`config.mk`:
```
export PLATFORM = sky130hd
export DESIGN_NAME = sliding_window_median
export DESIGN_NICKNAME = d
export VERILOG_FILES = /design/src/design/swm_pkg.sv /design/src/design/sliding_window_median.sv /design/src/design/swm_merge.sv
export SDC_FILE = /design/constraint.sdc
export NUM_CORES = 1
export LEC_CHECK = 0
export ABC_AREA = 1
export BUFFER_PORTS_ARGS = -buffer_cell sky130_fd_sc_hd__buf_2
export CAP_MARGIN = 15
export CORE_AREA = 2 2 295 209
export DETAILED_ROUTE_END_ITERATION = 6
export DIE_AREA = 0 0 297 211
export GPL_TIMING_DRIVEN = 0
export HOLD_SLACK_MARGIN = 0.15
export SKIP_LAST_GASP = 1
export SYNTH_ARGS = -nofsm -noshare
export SYNTH_HDL_FRONTEND = slang
export SYNTH_SLANG_ARGS = --single-unit
export TNS_END_PERCENT = 1
```
`constraint.sdc`:
```
create_clock -name i_clk -period 13.2 [get_ports i_clk]
set_input_delay 2.64 -clock i_clk [delete_from_list [all_inputs] [get_ports i_clk]]
set_output_delay 2.64 -clock i_clk [all_outputs]
set_load 0.01 [all_outputs]
```
`src/design/swm_pkg.sv`:
```
`timescale 1ns / 1ps
`default_nettype none
// ----------------------------------------------------------------------------
// swm_pkg
// shared types and codes of the sliding window median filter
// ----------------------------------------------------------------------------
package swm_pkg;

    localparam int SAMPLE_W = 32;

    typedef logic [SAMPLE_W-1:0] t_sample;

    // action codes of an input word
    localparam logic ACT_ADD  = 1'b0;
    localparam logic ACT_FILL = 1'b1;

    // source of a word written back to the rank memory
    typedef enum logic [1:0] {
        WR_HOLD,
        WR_NEW,
        WR_DAT
    } t_wr_src;

    // merge decision for one cycle of the rank walk
    typedef struct packed {
        logic    wr_en;
        t_wr_src wr_src;
        logic    hold_vld;
        logic    hold_load;
        logic    ins_set;
    } t_merge_ctl;

endpackage
`default_nettype wire

```
`src/design/sliding_window_median.sv`:
```
`timescale 1ns / 1ps
`default_nettype none
// ----------------------------------------------------------------------------
// sliding_window_median
// running median over the last MAX_INDEX+1 unsigned 32-bit samples
// ----------------------------------------------------------------------------
//
//  channel   direction  handshake          payload
//  input     in         i_valid / o_ready  i_action, i_sample
//  result    out        o_valid / i_ready  o_median
//
//  one word in flight; from one accept to the next a sample word walks
//  MAX_INDEX+1 ranks through the single read port of the rank memory,
//  then drains, flushes, loads the result and returns to idle
//  a fill word writes all MAX_INDEX+1 ranks, one rank memory write per cycle
//  after reset a clearing pass writes the zero window to all MAX_INDEX+1
//  ranks; o_ready stays low during it
//  a waiting result does not stop the next accept; only the load of the
//  following result waits for i_ready
//
// the window is kept as one memory indexed by rank: each word holds the
// value and the slot it came from. a sample word walks the ranks in order,
// drops the oldest slot, inserts the new sample ahead of the first larger
// value and writes the merged order back in place. the median is caught
// as the word written at the middle rank passes by.
// ----------------------------------------------------------------------------
module sliding_window_median #(
    parameter int MAX_INDEX = 6
) (
    input  wire logic             i_clk,
    input  wire logic             i_rst_n,
    input  wire logic             i_valid,
    output logic                  o_ready,
    input  wire logic             i_action,
    input  wire swm_pkg::t_sample i_sample,
    output logic                  o_valid,
    input  wire logic             i_ready,
    output swm_pkg::t_sample      o_median
);
    import swm_pkg::*;

    localparam int WIN_LEN = MAX_INDEX + 1;
    localparam int SLOT_W  = $clog2(WIN_LEN);
    localparam int ENT_W   = SLOT_W + SAMPLE_W;
    localparam logic [SLOT_W-1:0] LAST_RANK = SLOT_W'(MAX_INDEX);
    localparam logic [SLOT_W-1:0] MED_RANK  = SLOT_W'(MAX_INDEX / 2);

    typedef enum logic [2:0] {
        ST_INIT,
        ST_IDLE,
        ST_FILL,
        ST_SCAN,
        ST_FLUSH,
        ST_DONE
    } t_state;

    // control and working registers
    t_state            r_state, n_state;
    logic [SLOT_W-1:0] r_fill_idx, n_fill_idx;
    logic [SLOT_W-1:0] r_rd_idx, n_rd_idx;
    logic [SLOT_W-1:0] r_wr_idx, n_wr_idx;
    logic [SLOT_W-1:0] r_oldest, n_oldest;
    logic              r_issue_done, n_issue_done;
    logic              r_dat_vld, n_dat_vld;
    logic              r_dat_last, n_dat_last;
    logic              r_hold_vld, n_hold_vld;
    logic              r_inserted, n_inserted;
    logic              r_out_valid, n_out_valid;
    logic [SLOT_W-1:0] r_hold_slot, n_hold_slot;
    t_sample           r_hold_val, n_hold_val;
    t_sample           r_sample, n_sample;
    t_sample           r_med, n_med;
    t_sample           r_median, n_median;

    // rank memory
    logic [ENT_W-1:0]  mem [WIN_LEN];
    logic [ENT_W-1:0]  r_rd_q;
    logic              mem_we;
    logic [SLOT_W-1:0] mem_waddr;
    logic [ENT_W-1:0]  mem_wdata;

    logic [SLOT_W-1:0] dat_slot;
    t_sample           dat_val;
    logic              issue;
    t_merge_ctl        m_ctl;

    assign dat_slot = r_rd_q[SAMPLE_W +: SLOT_W];
    assign dat_val  = r_rd_q[SAMPLE_W-1:0];
    assign issue    = !r_issue_done;

    swm_merge #(
        .SLOT_W (SLOT_W)
    ) u_merge (
        .i_dat_vld  (r_state == ST_SCAN && r_dat_vld),
        .i_flush    (r_state == ST_FLUSH),
        .i_dat_slot (dat_slot),
        .i_dat_val  (dat_val),
        .i_oldest   (r_oldest),
        .i_sample   (r_sample),
        .i_hold_vld (r_hold_vld),
        .i_inserted (r_inserted),
        .o_ctl      (m_ctl)
    );

    always_comb begin
        n_state      = r_state;
        n_fill_idx   = r_fill_idx;
        n_rd_idx     = r_rd_idx;
        n_wr_idx     = r_wr_idx;
        n_oldest     = r_oldest;
        n_issue_done = r_issue_done;
        n_dat_vld    = 1'b0;
        n_dat_last   = 1'b0;
        n_hold_vld   = r_hold_vld;
        n_inserted   = r_inserted;
        n_hold_slot  = r_hold_slot;
        n_hold_val   = r_hold_val;
        n_sample     = r_sample;
        n_med        = r_med;
        n_median     = r_median;
        n_out_valid  = r_out_valid && !i_ready;
        mem_we       = 1'b0;
        mem_waddr    = r_wr_idx;
        mem_wdata    = {r_oldest, r_sample};

        // write-back of the merged rank order
        if (r_state == ST_SCAN || r_state == ST_FLUSH) begin
            n_hold_vld = m_ctl.hold_vld;
            if (m_ctl.hold_load) begin
                n_hold_slot = dat_slot;
                n_hold_val  = dat_val;
            end
            if (m_ctl.ins_set) begin
                n_inserted = 1'b1;
            end
            if (m_ctl.wr_en) begin
                mem_we = 1'b1;
                case (m_ctl.wr_src)
                    WR_HOLD: mem_wdata = {r_hold_slot, r_hold_val};
                    WR_NEW:  mem_wdata = {r_oldest, r_sample};
                    WR_DAT:  mem_wdata = r_rd_q;
                    default: mem_wdata = r_rd_q;
                endcase
                n_wr_idx = r_wr_idx + SLOT_W'(1);
                // catch the middle rank as it is written
                if (r_wr_idx == MED_RANK) begin
                    n_med = mem_wdata[SAMPLE_W-1:0];
                end
            end
        end

        case (r_state)
            ST_INIT, ST_FILL: begin
                // identity order, every slot holds the fill value
                mem_we    = 1'b1;
                mem_waddr = r_fill_idx;
                mem_wdata = {r_fill_idx, r_sample};
                n_fill_idx = r_fill_idx + SLOT_W'(1);
                if (r_fill_idx == LAST_RANK) begin
                    n_fill_idx = '0;
                    n_oldest   = '0;
                    n_med      = r_sample;
                    n_state    = (r_state == ST_INIT) ? ST_IDLE : ST_DONE;
                end
            end
            ST_IDLE: begin
                if (i_valid) begin
                    n_sample     = i_sample;
                    n_rd_idx     = '0;
                    n_wr_idx     = '0;
                    n_fill_idx   = '0;
                    n_issue_done = 1'b0;
                    n_hold_vld   = 1'b0;
                    n_inserted   = 1'b0;
                    n_state      = (i_action == ACT_FILL) ? ST_FILL : ST_SCAN;
                end
            end
            ST_SCAN: begin
                if (issue) begin
                    // read address stays inside the window
                    n_rd_idx   = (r_rd_idx == LAST_RANK) ? '0 : r_rd_idx + SLOT_W'(1);
                    n_dat_vld  = 1'b1;
                    n_dat_last = (r_rd_idx == LAST_RANK);
                    if (r_rd_idx == LAST_RANK) begin
                        n_issue_done = 1'b1;
                    end
                end
                if (r_dat_vld && r_dat_last) begin
                    n_state = ST_FLUSH;
                end
            end
            ST_FLUSH: begin
                n_oldest = (r_oldest == LAST_RANK) ? '0 : r_oldest + SLOT_W'(1);
                n_state  = ST_DONE;
            end
            ST_DONE: begin
                // result register frees up or is taken this cycle
                if (!r_out_valid || i_ready) begin
                    n_out_valid = 1'b1;
                    n_median    = r_med;
                    n_state     = ST_IDLE;
                end
            end
            default: begin
                n_state = ST_INIT;
            end
        endcase
    end

    always_ff @(posedge i_clk) begin
        if (!i_rst_n) begin
            r_state      <= ST_INIT;
            r_fill_idx   <= '0;
            r_rd_idx     <= '0;
            r_wr_idx     <= '0;
            r_oldest     <= '0;
            r_issue_done <= 1'b0;
            r_dat_vld    <= 1'b0;
            r_dat_last   <= 1'b0;
            r_hold_vld   <= 1'b0;
            r_inserted   <= 1'b0;
            r_out_valid  <= 1'b0;
            r_hold_slot  <= '0;
            r_hold_val   <= '0;
            r_sample     <= '0;
            r_med        <= '0;
            r_median     <= '0;
        end else begin
            r_state      <= n_state;
            r_fill_idx   <= n_fill_idx;
            r_rd_idx     <= n_rd_idx;
            r_wr_idx     <= n_wr_idx;
            r_oldest     <= n_oldest;
            r_issue_done <= n_issue_done;
            r_dat_vld    <= n_dat_vld;
            r_dat_last   <= n_dat_last;
            r_hold_vld   <= n_hold_vld;
            r_inserted   <= n_inserted;
            r_out_valid  <= n_out_valid;
            r_hold_slot  <= n_hold_slot;
            r_hold_val   <= n_hold_val;
            r_sample     <= n_sample;
            r_med        <= n_med;
            r_median     <= n_median;
        end
    end

    // rank memory: one write port, one registered read port (read-first)
    always_ff @(posedge i_clk) begin
        if (mem_we) begin
            mem[mem_waddr] <= mem_wdata;
        end
        r_rd_q <= mem[r_rd_idx];
    end

    assign o_ready  = (r_state == ST_IDLE);
    assign o_valid  = r_out_valid;
    assign o_median = r_median;

endmodule
`default_nettype wire

```
`src/design/swm_merge.sv`:
```
`timescale 1ns / 1ps
`default_nettype none
// ----------------------------------------------------------------------------
// swm_merge
// per-cycle decision of the rank walk: drop the oldest slot, insert the new
// sample ahead of the first larger value, keep the rest in order
// ----------------------------------------------------------------------------
module swm_merge #(
    parameter int SLOT_W = 3
) (
    input  wire logic              i_dat_vld,
    input  wire logic              i_flush,
    input  wire logic [SLOT_W-1:0] i_dat_slot,
    input  wire swm_pkg::t_sample  i_dat_val,
    input  wire logic [SLOT_W-1:0] i_oldest,
    input  wire swm_pkg::t_sample  i_sample,
    input  wire logic              i_hold_vld,
    input  wire logic              i_inserted,
    output swm_pkg::t_merge_ctl    o_ctl
);
    import swm_pkg::*;

    logic keep;
    logic ins_here;

    assign keep     = i_dat_vld && (i_dat_slot != i_oldest);
    assign ins_here = keep && !i_inserted && (i_sample < i_dat_val);

    always_comb begin
        o_ctl           = '0;
        o_ctl.wr_src    = WR_DAT;
        o_ctl.hold_vld  = i_hold_vld;
        if (i_flush) begin
            // last write: the held word, or the new sample if it goes last
            o_ctl.wr_en    = i_hold_vld || !i_inserted;
            o_ctl.wr_src   = i_hold_vld ? WR_HOLD : WR_NEW;
            o_ctl.hold_vld = 1'b0;
            o_ctl.ins_set  = 1'b1;
        end else if (i_dat_vld) begin
            if (i_hold_vld) begin
                // held word goes out, the read word waits behind it unless it is the oldest
                o_ctl.wr_en     = 1'b1;
                o_ctl.wr_src    = WR_HOLD;
                o_ctl.hold_vld  = keep;
                o_ctl.hold_load = keep;
            end else if (ins_here) begin
                o_ctl.wr_en     = 1'b1;
                o_ctl.wr_src    = WR_NEW;
                o_ctl.hold_vld  = 1'b1;
                o_ctl.hold_load = 1'b1;
                o_ctl.ins_set   = 1'b1;
            end else if (keep) begin
                o_ctl.wr_en  = 1'b1;
                o_ctl.wr_src = WR_DAT;
            end
        end
    end

endmodule
`default_nettype wire

```
==> results of run 1 <==
-- state kept, by name, indices dropped and copies added, names as in the netlist, 3 cells and up --
register / cells
mem: 245
r_wr_idx: 3
o_median: 32
r_sample: 32
r_rd_q: 35
r_hold_val: 32
r_oldest: 3
r_med: 32
r_state: 3
r_rd_idx: 3
r_fill_idx: 3
r_hold_slot: 3
-- layout make-up --
cell class                 count  share of cell area
buffer                       115              0.0231
clock buffer                  58              0.0546
clock inverter                16             0.00738
inverter                      76              0.0138
multi-input combinational   1216               0.290
sequential                   432               0.536
tap                          808              0.0489
timing repair buffer          81              0.0257
-- layer usage --
| metal | global-route usage | wire length, µm | up-vias |
|---|---|---|---|
| met1 | 0.243 | 24600 | 6956 |
| met5 | 0 | 0 | - |
| met3 | 0.0272 | 4340 | 54 |
| met4 | 0.0279 | 575 | 0 |
| met2 | 0.232 | 21400 | 575 |
| li1 | - | - | 6654 |
-- power groups by stage --
stage | combinational, W | sequential [W] | clock [W]
2_1_floorplan | 0.000582 | 0.00190 | 0
3_3_place_gp | 0.000857 | 0.00195 | 0
3_5_place_dp | 0.000946 | 0.00193 | 0
4_1_cts | 0.000952 | 0.00190 | 0.00118
5_1_grt | 0.00106 | 0.00192 | 0.00123
6_report | 0.000956 | 0.00190 | 0.00116
-- synthesized netlist by cell type (all sizes together), types with 7 or more instances --
cell type  number  area (µm²)
o211ai         36         270
dfxtp         187        3740
nand3         108         566
a21oi         206        1040
nor2          197         768
edfxtp        245        7360
nand4          35         234
o21ai         214        1080
buf            34         174
nor3            7        40.0
ha             33         413
clkbuf         81         304
inv            74         278
nand2         357        1380
-- worst max-delay path: cells and delay by family, from the launching register on --
family | cells | cell delay, ns
flip-flops | 1 | 0.41
buffers and inverters | 2 | 0.31
AND/OR/NAND/NOR | 1 | 0.23
-- worst paths after layout --
path | start | end | slack, ns
hold reg to reg | r_rd_q[7] | r_hold_val[7] | 0.49
hold / removal | r_rd_q[7] | r_hold_val[7] | 0.49
setup / recovery | r_state[0] | o_ready | 9.07
setup reg to reg | r_state[1] | mem[6][0] | 9.80
-- per-stage QoR --
step / area (µm²) / hold WS (ns) / total power, W / setup slack [ns] / std cells
2_1_floorplan: 17800 / 0.444 / 0.00248 / 9.00 / 1839
4_1_cts: 20700 / 0.486 / 0.00403 / 9.04 / 2802
3_5_place_dp: 19400 / 0.474 / 0.00287 / 8.61 / 2728
6_report: 20700 / 0.490 / 0.00402 / 9.07 / 2802
3_3_place_gp: 19200 / 0.460 / 0.00281 / 6.26 / 2716
5_1_grt: 20700 / 0.502 / 0.00421 / 8.96 / 2802
-- kinds of logic after synthesis --
group	count (synthesis)	share of synthesized area
flops	432	0.623
compound gates	469	0.140
simple gates	710	0.170
fa+ha+maj	33	0.0232
xor+xnor	4	0.00197
buf+inv	191	0.0428
==> impl_metrics.tcl, run 1 <==
set metrics [dict create \
    status "complete, no violations" \
    rsz0062_at_grt "no" \
    worst_slew_pin_slew_ns 1.06 \
    num_io_pins 71 \
    synth-async-reset-ratio 0 \
    die_h_um 211 \
    setup_viol 0 \
    vias_per_cell 5.08 \
    worst-path-max-fanout 4 \
    dr.pass1.iters 6 \
    maxCapViolations 0 \
    fin_nets 2032 \
    gp_congestion 0.919 \
    p_sw_w 0.00130 \
    slew_headroom 0.292 \
    worstSetupEndpointType "primary output" \
    seq_area_frac_synth 0.623 \
    ant_nets 0 \
    cp.required_ns 10.56 \
    cts_hold_buf 0 \
    ys.flop_type "edfxtp_1" \
    ys_seq_elements 432 \
    final_util 0.347 \
    initial_utilization 0.299 \
    multiInputGateArea_um2 6000 \
    start_kind "flop" \
    final_cell_mix "nand2_1 (349), edfxtp_1 (245), o21ai_0 (212)" \
    post_cts_buffers 0 \
    crit_chain "inv_1 > nor3_2 > buf_2" \
    yosys.cell_types.count 39 \
    dieWidth_um 297 \
    slew_violations 0 \
    grt_pass1_wl_um 77500 \
    numPortBuffers 69 \
    syn_inst 1839 \
    total_leakage_power_nw 7.93 \
    r2r_cells 12 \
    grt_pass1_vias 13342 \
    path_clk_slew_ns 0.06 \
    wl_per_cell_um 18.2 \
    layout_min_cycle_time_ns 4.13 \
    core-area_um2 59700 \
    min_path_cells 2 \
    mostFrequentLayoutCell "nand2_1" \
    cts_buffers 40 \
    insertedDiodeCount 0 \
    p_sw_frac 0.325 \
    cts_tree "yes" \
    areaGrowthSynthToFinish_pct 16.1 \
    power.density_nw_per_um2 194 \
    drive_above_1_share 0.0998 \
    period_share 0.313 \
    post_cts_resized 0 \
    clkPwrFrac 0.289 \
    die-area_um2 62700 \
    crit_path_top_delay_cell "dfxtp_1" \
    fill_cells 6028 \
    clk_latency_ns 0.56 \
    power_frac_seq 0.472 \
    cts_root_buf "clkbuf_16" \
    max_clock_freq_mhz 242 \
    internal-power_w 0.00271 \
    synth_warnings 0 \
    setup_tns_ns 0 \
    hpwl_um 37000 \
    ir_drop_mv 0.115 \
    grt_antenna_before_repair 0 \
    numClockSinks 432 \
    wl_um 51000 \
    synth_fp_nets 1909 \
    drt_iter0_markers 1594 \
    skew_ns 0.0222 \
    min_path_type "reg2reg" \
    clock_path_buffers 3 \
    htree_num_levels 2 \
    drc 0 \
    grt_max_degree 27 \
    rows 75 \
    netlist_area_um2 17800 \
    arrival_ns 1.49 \
    grt_overflow 0 \
    critPathKind "reg2out" \
    vias 14239 \
    combPwrFrac 0.238 \
    synth_area_per_cell_um2 9.69 \
    grt_util_all_layers 0.158 \
    max_stage_delay_ns 0.41 \
    seqCellArea_um2 11100 \
    synth_edf_count 245 \
    hold_viol_final 0 \
]
Note: power is estimated with default switching activity, not from simulation.
==> run 2, diff against run 1 <==
clock period = 3.75 ns   (was 13.2 ns; I/O delays follow)
==> run 2 against run 1 <==
Effect of this change: cell area is 0.25% higher; sequential power rose to 3.5 times the previous value; clock power grew to 3.6 times the previous value; register-to-register slack got worse by 9.3 ns; clock skew is 0.0079 ns lower; core utilization up 0.086 points; non-clock buffer count shrank 1; critical path depth up 5; critical path type is now reg2reg; largest power group unchanged; highest routed layer unchanged.
==> impl_metrics.tcl, run 2 (synthesis gave the netlist of run 1 again) <==
set metrics [dict create \
    status "complete, no violations" \
    rows 75 \
    max_clock_freq_mhz 308 \
    seqCellArea_um2 11100 \
    slew_headroom 0.304 \
    cp.required_ns 4.02 \
    power_w 0.0142 \
    grt_pass1_wl_um 78200 \
    slew_violations 0 \
    reg2reg_from "r_state[0]" \
    maxCapViolations 0 \
    cts_buffers 40 \
    cts_tree "yes" \
    critical_path.startpoint "r_state[0]" \
    r2r_cells 8 \
    grt_max_degree 27 \
    crit_path_end "mem[1][10]" \
    grt_pass1_vias 13373 \
    ant_nets 0 \
    final_cell_mix "nand2_1 (349), edfxtp_1 (245), o21ai_0 (212)" \
    num_io_pins 71 \
    grt_util_all_layers 0.160 \
    critPathKind "reg2reg" \
    period_share 0.865 \
    vias 14158 \
    power.density_nw_per_um2 683 \
    wl_um 51300 \
    worst-path-max-fanout 9 \
    core-area_um2 59700 \
    gp_congestion 0.918 \
    numPortBuffers 69 \
    fin_nets 2031 \
    clock_path_buffers 3 \
    min_path_type "in2reg" \
    die_h_um 211 \
    r2r-end "mem[1][10]" \
    max_flop_register "mem" \
    cts_hold_buf 0 \
    p_sw_w 0.00457 \
    worstSetupEndpointType "flop" \
    clk_latency_ns 0.56 \
    combPwrFrac 0.237 \
    vias_per_cell 5.05 \
    grt_overflow 0 \
    largest_reg_flops 245 \
    post_cts_buffers 0 \
    initial_utilization 0.299 \
    hold_viol_final 0 \
    multiInputGateArea_um2 6010 \
    numClockSinks 432 \
    rrSetupSlack_ns 0.51 \
    fill_cells 6072 \
    whs_ns 0.424 \
    wl_per_cell_um 18.3 \
    drc 0 \
    grt_antenna_before_repair 0 \
    die-area_um2 62700 \
    worst_slew_pin_slew_ns 1.04 \
    dr.pass1.iters 5 \
    dieWidth_um 297 \
    cts_root_buf "clkbuf_16" \
    skew_ns 0.0143 \
    ir_drop_mv 0.317 \
    instances_no_fill 2801 \
    start_kind "flop" \
    setup_viol 0 \
    layout_min_cycle_time_ns 3.24 \
    mostFrequentLayoutCell "nand2_1" \
    hpwl_um 37300 \
    power_frac_seq 0.471 \
    htree_num_levels 2 \
    p_sw_frac 0.322 \
    drive_above_1_share 0.0999 \
    internal-power_w 0.00961 \
    post_cts_resized 0 \
    clkPwrFrac 0.292 \
    reg_top3 "mem x245, r_rd_q x35" \
    setup_tns_ns 0 \
    path_clk_slew_ns 0.07 \
    rsz0062_at_grt "no" \
    areaGrowthSynthToFinish_pct 16.4 \
    arrival_ns 3.51 \
    drt_iter0_markers 1512 \
    dp_cells 2727 \
    total_leakage_power_nw 7.97 \
]
## run 2: changes by cell type in the layout (fill, tap and decap cells not counted), moves of 2 or more
| cell | change |
|---|---|
| clkinv_4 | -4 |
| clkbuf_8 | +2 |
| buf_16 | +3 |
| buf_8 | -2 |
| clkinvlp_4 | -2 |
| inv_4 | +2 |
## run 2: how the worst min path moves through the flow
stage / from / endpoint / slack [ns] / cells after the start
4_1_cts: i_sample[15] / r_sample[15] / 0.41 / 3
3_5_place_dp: r_rd_q[1] / r_hold_val[1] / 0.47 / 2
3_3_place_gp: r_issue_done / r_issue_done / 0.46 / 2
6_report: i_sample[31] / r_sample[31] / 0.42 / 3
5_1_grt: i_sample[31] / r_sample[31] / 0.42 / 3
2_1_floorplan: r_issue_done / r_issue_done / 0.44 / 2
## run 2: cell type report
class / count / area share
Multi-Input combinational cell: 1216 / 0.290
Buffer: 115 / 0.0230
Antenna cell: 1 / 0.000121
Inverter: 76 / 0.0138
Tap cell: 808 / 0.0487
Sequential cell: 432 / 0.535
Clock buffer: 60 / 0.0568
Clock inverter: 13 / 0.00603
Timing Repair Buffer: 80 / 0.0267
## run 2: metrics by stage
step                setup slack, ns  instance area (µm²)  utilization
floorplan                    -0.298                17800            -
global placement              -3.04                19200        0.321
detailed placement            0.607                19400        0.326
CTS                           0.587                20700        0.348
global route                  0.316                20700        0.348
finish                        0.505                20700        0.348
## run 2: critical path, stage by stage (launching register included)
cell     delay, ns
dfxtp_1       0.35
nor2_1        0.39
inv_1         0.24
a21oi_1       0.45
nand2_1       0.22
nor3_2        0.68
buf_6         0.25
buf_6         0.18
buf_6         0.18
## run 2: power groups by stage
stage / Clock [W] / Sequential, W / Combinational (W)
6_report: 0.00414 / 0.00668 / 0.00336
5_1_grt: 0.00440 / 0.00677 / 0.00373
4_1_cts: 0.00420 / 0.00668 / 0.00334
3_5_place_dp: 0 / 0.00678 / 0.00332
3_3_place_gp: 0 / 0.00678 / 0.00291
2_1_floorplan: 0 / 0.00668 / 0.00205
## run 2: layer usage
| layer | track usage | wire, µm | share of wire |
|---|---|---|---|
| met1 | 0.244 | 24600 | 0.48 |
| met2 | 0.238 | 21700 | 0.42 |
| met3 | 0.0282 | 4340 | 0.084 |
| met4 | 0.0263 | 644 | 0.013 |
| met5 | 0 | 0 | 0 |
==> run 3, diff against run 2 <==
ABC_AREA = 0   (was 1)
CORE_AREA = 2 2 293 208   (was 2 2 295 209)
DIE_AREA = 0 0 295 210   (was 0 0 297 211)
==> run 3 against run 2 <==
Effect of this change: flip-flop and latch count unchanged; power decreased by 30%; sequential share of layout area increased by 0.26 points; clock power increased by 1%; global-route usage increased by 0.23 points; die area decreased by 1.1%; largest cell class unchanged; largest power group unchanged.
==> impl_metrics.tcl, run 3 <==
set metrics [dict create \
    start_kind "flop" \
    synth_fp_nets 1564 \
    grt_pass1_vias 12126 \
    status "complete, no violations" \
    post_cts_buffers 0 \
    worst_slew_pin_slew_ns 1.05 \
    grt_pass1_wl_um 75600 \
    max_clock_freq_mhz 275 \
    numClockSinks 432 \
    cts_tree "yes" \
    cts_root_buf "clkbuf_16" \
    synth_warnings 0 \
    numPortBuffers 70 \
    cp.buffers_inverters 3 \
    grt_util_all_layers 0.162 \
    ys_seq_elements 432 \
    largest_reg_flops 245 \
    initial_utilization 0.298 \
    rows 75 \
    crit_path_top_delay_cell "nor4_2" \
    worstSetupEndpointType "flop" \
    seq_area_frac_synth 0.630 \
    power.density_nw_per_um2 482 \
    yosys.area.top_type "edfxtp_1" \
    slew_headroom 0.295 \
    fill_cells 5785 \
    gp_congestion 0.855 \
    areaGrowthSynthToFinish_pct 17.2 \
    drive_above_1_share 0.148 \
    rsz0062_at_grt "yes" \
    yosys-top-cells-area "edfxtp_1 (42%), dfxtp_1 (21%), nand2_1 (7.4%)" \
    ant_nets 0 \
    setup_ws_ns 0.117 \
    crit_chain "inv_1 > ha_1 > nand4_1 > nor4_2 > a2bb2oi_1 > nand3_1 > o211a_1 > buf_6 > clkbuf_1 > a22oi_1 > nand2_1" \
    final_util 0.349 \
    wl_um 50200 \
    ir_drop_mv 0.277 \
    netlist_area_um2 17600 \
    skew_ns 0.0271 \
    cts_hold_buf 0 \
    drt_iter0_markers 1370 \
    die-area_um2 62000 \
    grt_overflow 0 \
    route.met3.wl_um 4430 \
    dr.max_layer_used "met4" \
    drc 0 \
    core-area_um2 59200 \
    slew_violations 0 \
    worst-path-max-fanout 10 \
    yosys.cell_types.count 59 \
    synth_edf_count 245 \
    dieWidth_um 295 \
    synth-async-reset-ratio 0 \
    wl_per_cell_um 20.4 \
    syn_inst 1494 \
    reg_top3 "mem x245, r_rd_q x35" \
    critPathKind "reg2reg" \
    ys_top_cells_by_count "nand2_1 (346), edfxtp_1 (245), dfxtp_1 (187)" \
    min_path_type "in2reg" \
    num_io_pins 71 \
    max_flop_register "mem" \
    layout_min_cycle_time_ns 3.63 \
    cp.required_ns 4.08 \
    place_ws_ns -0.107 \
    hpwl_um 35000 \
    ys.flop_type "edfxtp_1" \
    maxCapViolations 0 \
    arrival_ns 3.97 \
    total_leakage_power_nw 7.32 \
    setup_viol 0 \
    dr.pass1.iters 6 \
    grt_max_degree 26 \
    clk_latency_ns 0.55 \
    path_clk_slew_ns 0.06 \
    period_share 0.969 \
    htree_num_levels 2 \
    hold_viol_final 0 \
    synth.most_common_cell "nand2_1" \
    mostFrequentLayoutCell "nand2_1" \
    m1WireLength_um 21900 \
    yosysTopAreaCellShare 0.417 \
    grt_antenna_before_repair 0 \
    clock_path_buffers 3 \
    cp_top_family "simple AND/OR/NAND/NOR gates" \
    max_stage_delay_ns 0.63 \
    power_w 0.00995 \
    cts_buffers 42 \
    dr_wl_met2_um 22600 \
    insertedDiodeCount 0 \
    vias_per_cell 5.10 \
    fin_nets 1690 \
    synth_area_per_cell_um2 11.8 \
    vias 12537 \
    die_h_um 210 \
    final_cell_mix "nand2_1 (346), edfxtp_1 (245), dfxtp_1 (187)" \
]
==> run 3: cell count changes after synthesis, moves of 34 or more <==
cell	delta
a21oi_1	-112
a22oi_1	+65
mux2_2	+35
mux2i_1	+36
mux4_2	+35
nand3_1	-59
nor2_1	-158
o211ai_1	-34
o21ai_0	-129
==> run 3: what timing repair did <==
| action | CTS | global route |
|---|---|---|
| endpoints found under the setup margin | 202 | 150 |
| resized for setup | 1 | 2 |
| endpoints found under the hold margin | 0 | 0 |
==> run 3: path summary, 6_finish.rpt <==
| check | end | startpoint | slack (ns) | cells after the start |
|---|---|---|---|---|
| hold reg to reg | o_median[6] | o_median[6] | 0.45 | 2 |
| setup reg to reg | mem[1][28] | r_rd_q[29] | 0.12 | 11 |
| hold / removal | r_sample[27] | i_sample[27] | 0.44 | 3 |
| setup / recovery | mem[1][28] | r_rd_q[29] | 0.12 | 11 |
==> run 3: routing by layer <==
| metal | track usage | vias up |
|---|---|---|
| met2 | 0.255 | 549 |
| met1 | 0.228 | 6197 |
| met5 | 0 | - |
| met4 | 0.0466 | 0 |
| li1 | - | 5700 |
| met3 | 0.0289 | 91 |
==> run 3: where the power goes <==
part           total, W  switching (W)  leakage [nW]  internal (W)
clock           0.00418        0.00177         0.648       0.00241
sequential      0.00527      0.0000921          3.95       0.00518
combinational  0.000497       0.000306          2.72      0.000191
total           0.00995        0.00216          7.32       0.00778
==> run 3: cells by family after synthesis <==
family,after synthesis,synth area share
and+or+nand+nor,469,0.111
DFF,432,0.630
AOI/OAI and AO/OA,310,0.113
buffers and inverters,140,0.0327
muxes,106,0.0875
adders and majority gates,33,0.0234
xor gates and xnor gates,4,0.00199
==> run 3: area by class of cell <==
cell class / count / area, µm² / area share
Buffer: 100 / 427 / 0.0207
Clock buffer: 66 / 1200 / 0.0581
Clock inverter: 10 / 134 / 0.00648
Inverter: 40 / 150 / 0.00727
Multi-Input combinational cell: 922 / 6020 / 0.291
Sequential cell: 432 / 11100 / 0.538
Tap cell: 808 / 1010 / 0.0490
Timing Repair Buffer: 82 / 607 / 0.0294
==> run 3: metrics by stage <==
step,hold WS (ns),cell area [µm²],instances,TNS [ns]
detailed placement,0.445,19300,2382,-11.90
CTS,0.418,20600,2458,-9.59
global route,0.437,20600,2460,-3.18
finish,0.435,20600,2460,0
floorplan,0.432,17600,1494,0
global placement,0.446,19000,2372,-400.85
==> run 3: worst reg2reg max path, stage by stage, from the launching register on <==
cell and delay [ns]:
dfxtp_1 0.45, inv_1 0.07, ha_1 0.29, nand4_1 0.17, nor4_2 0.63, a2bb2oi_1 0.22, nand3_1 0.24, o211a_1 0.21
buf_6 0.17, clkbuf_1 0.48, a22oi_1 0.18, nand2_1 0.31
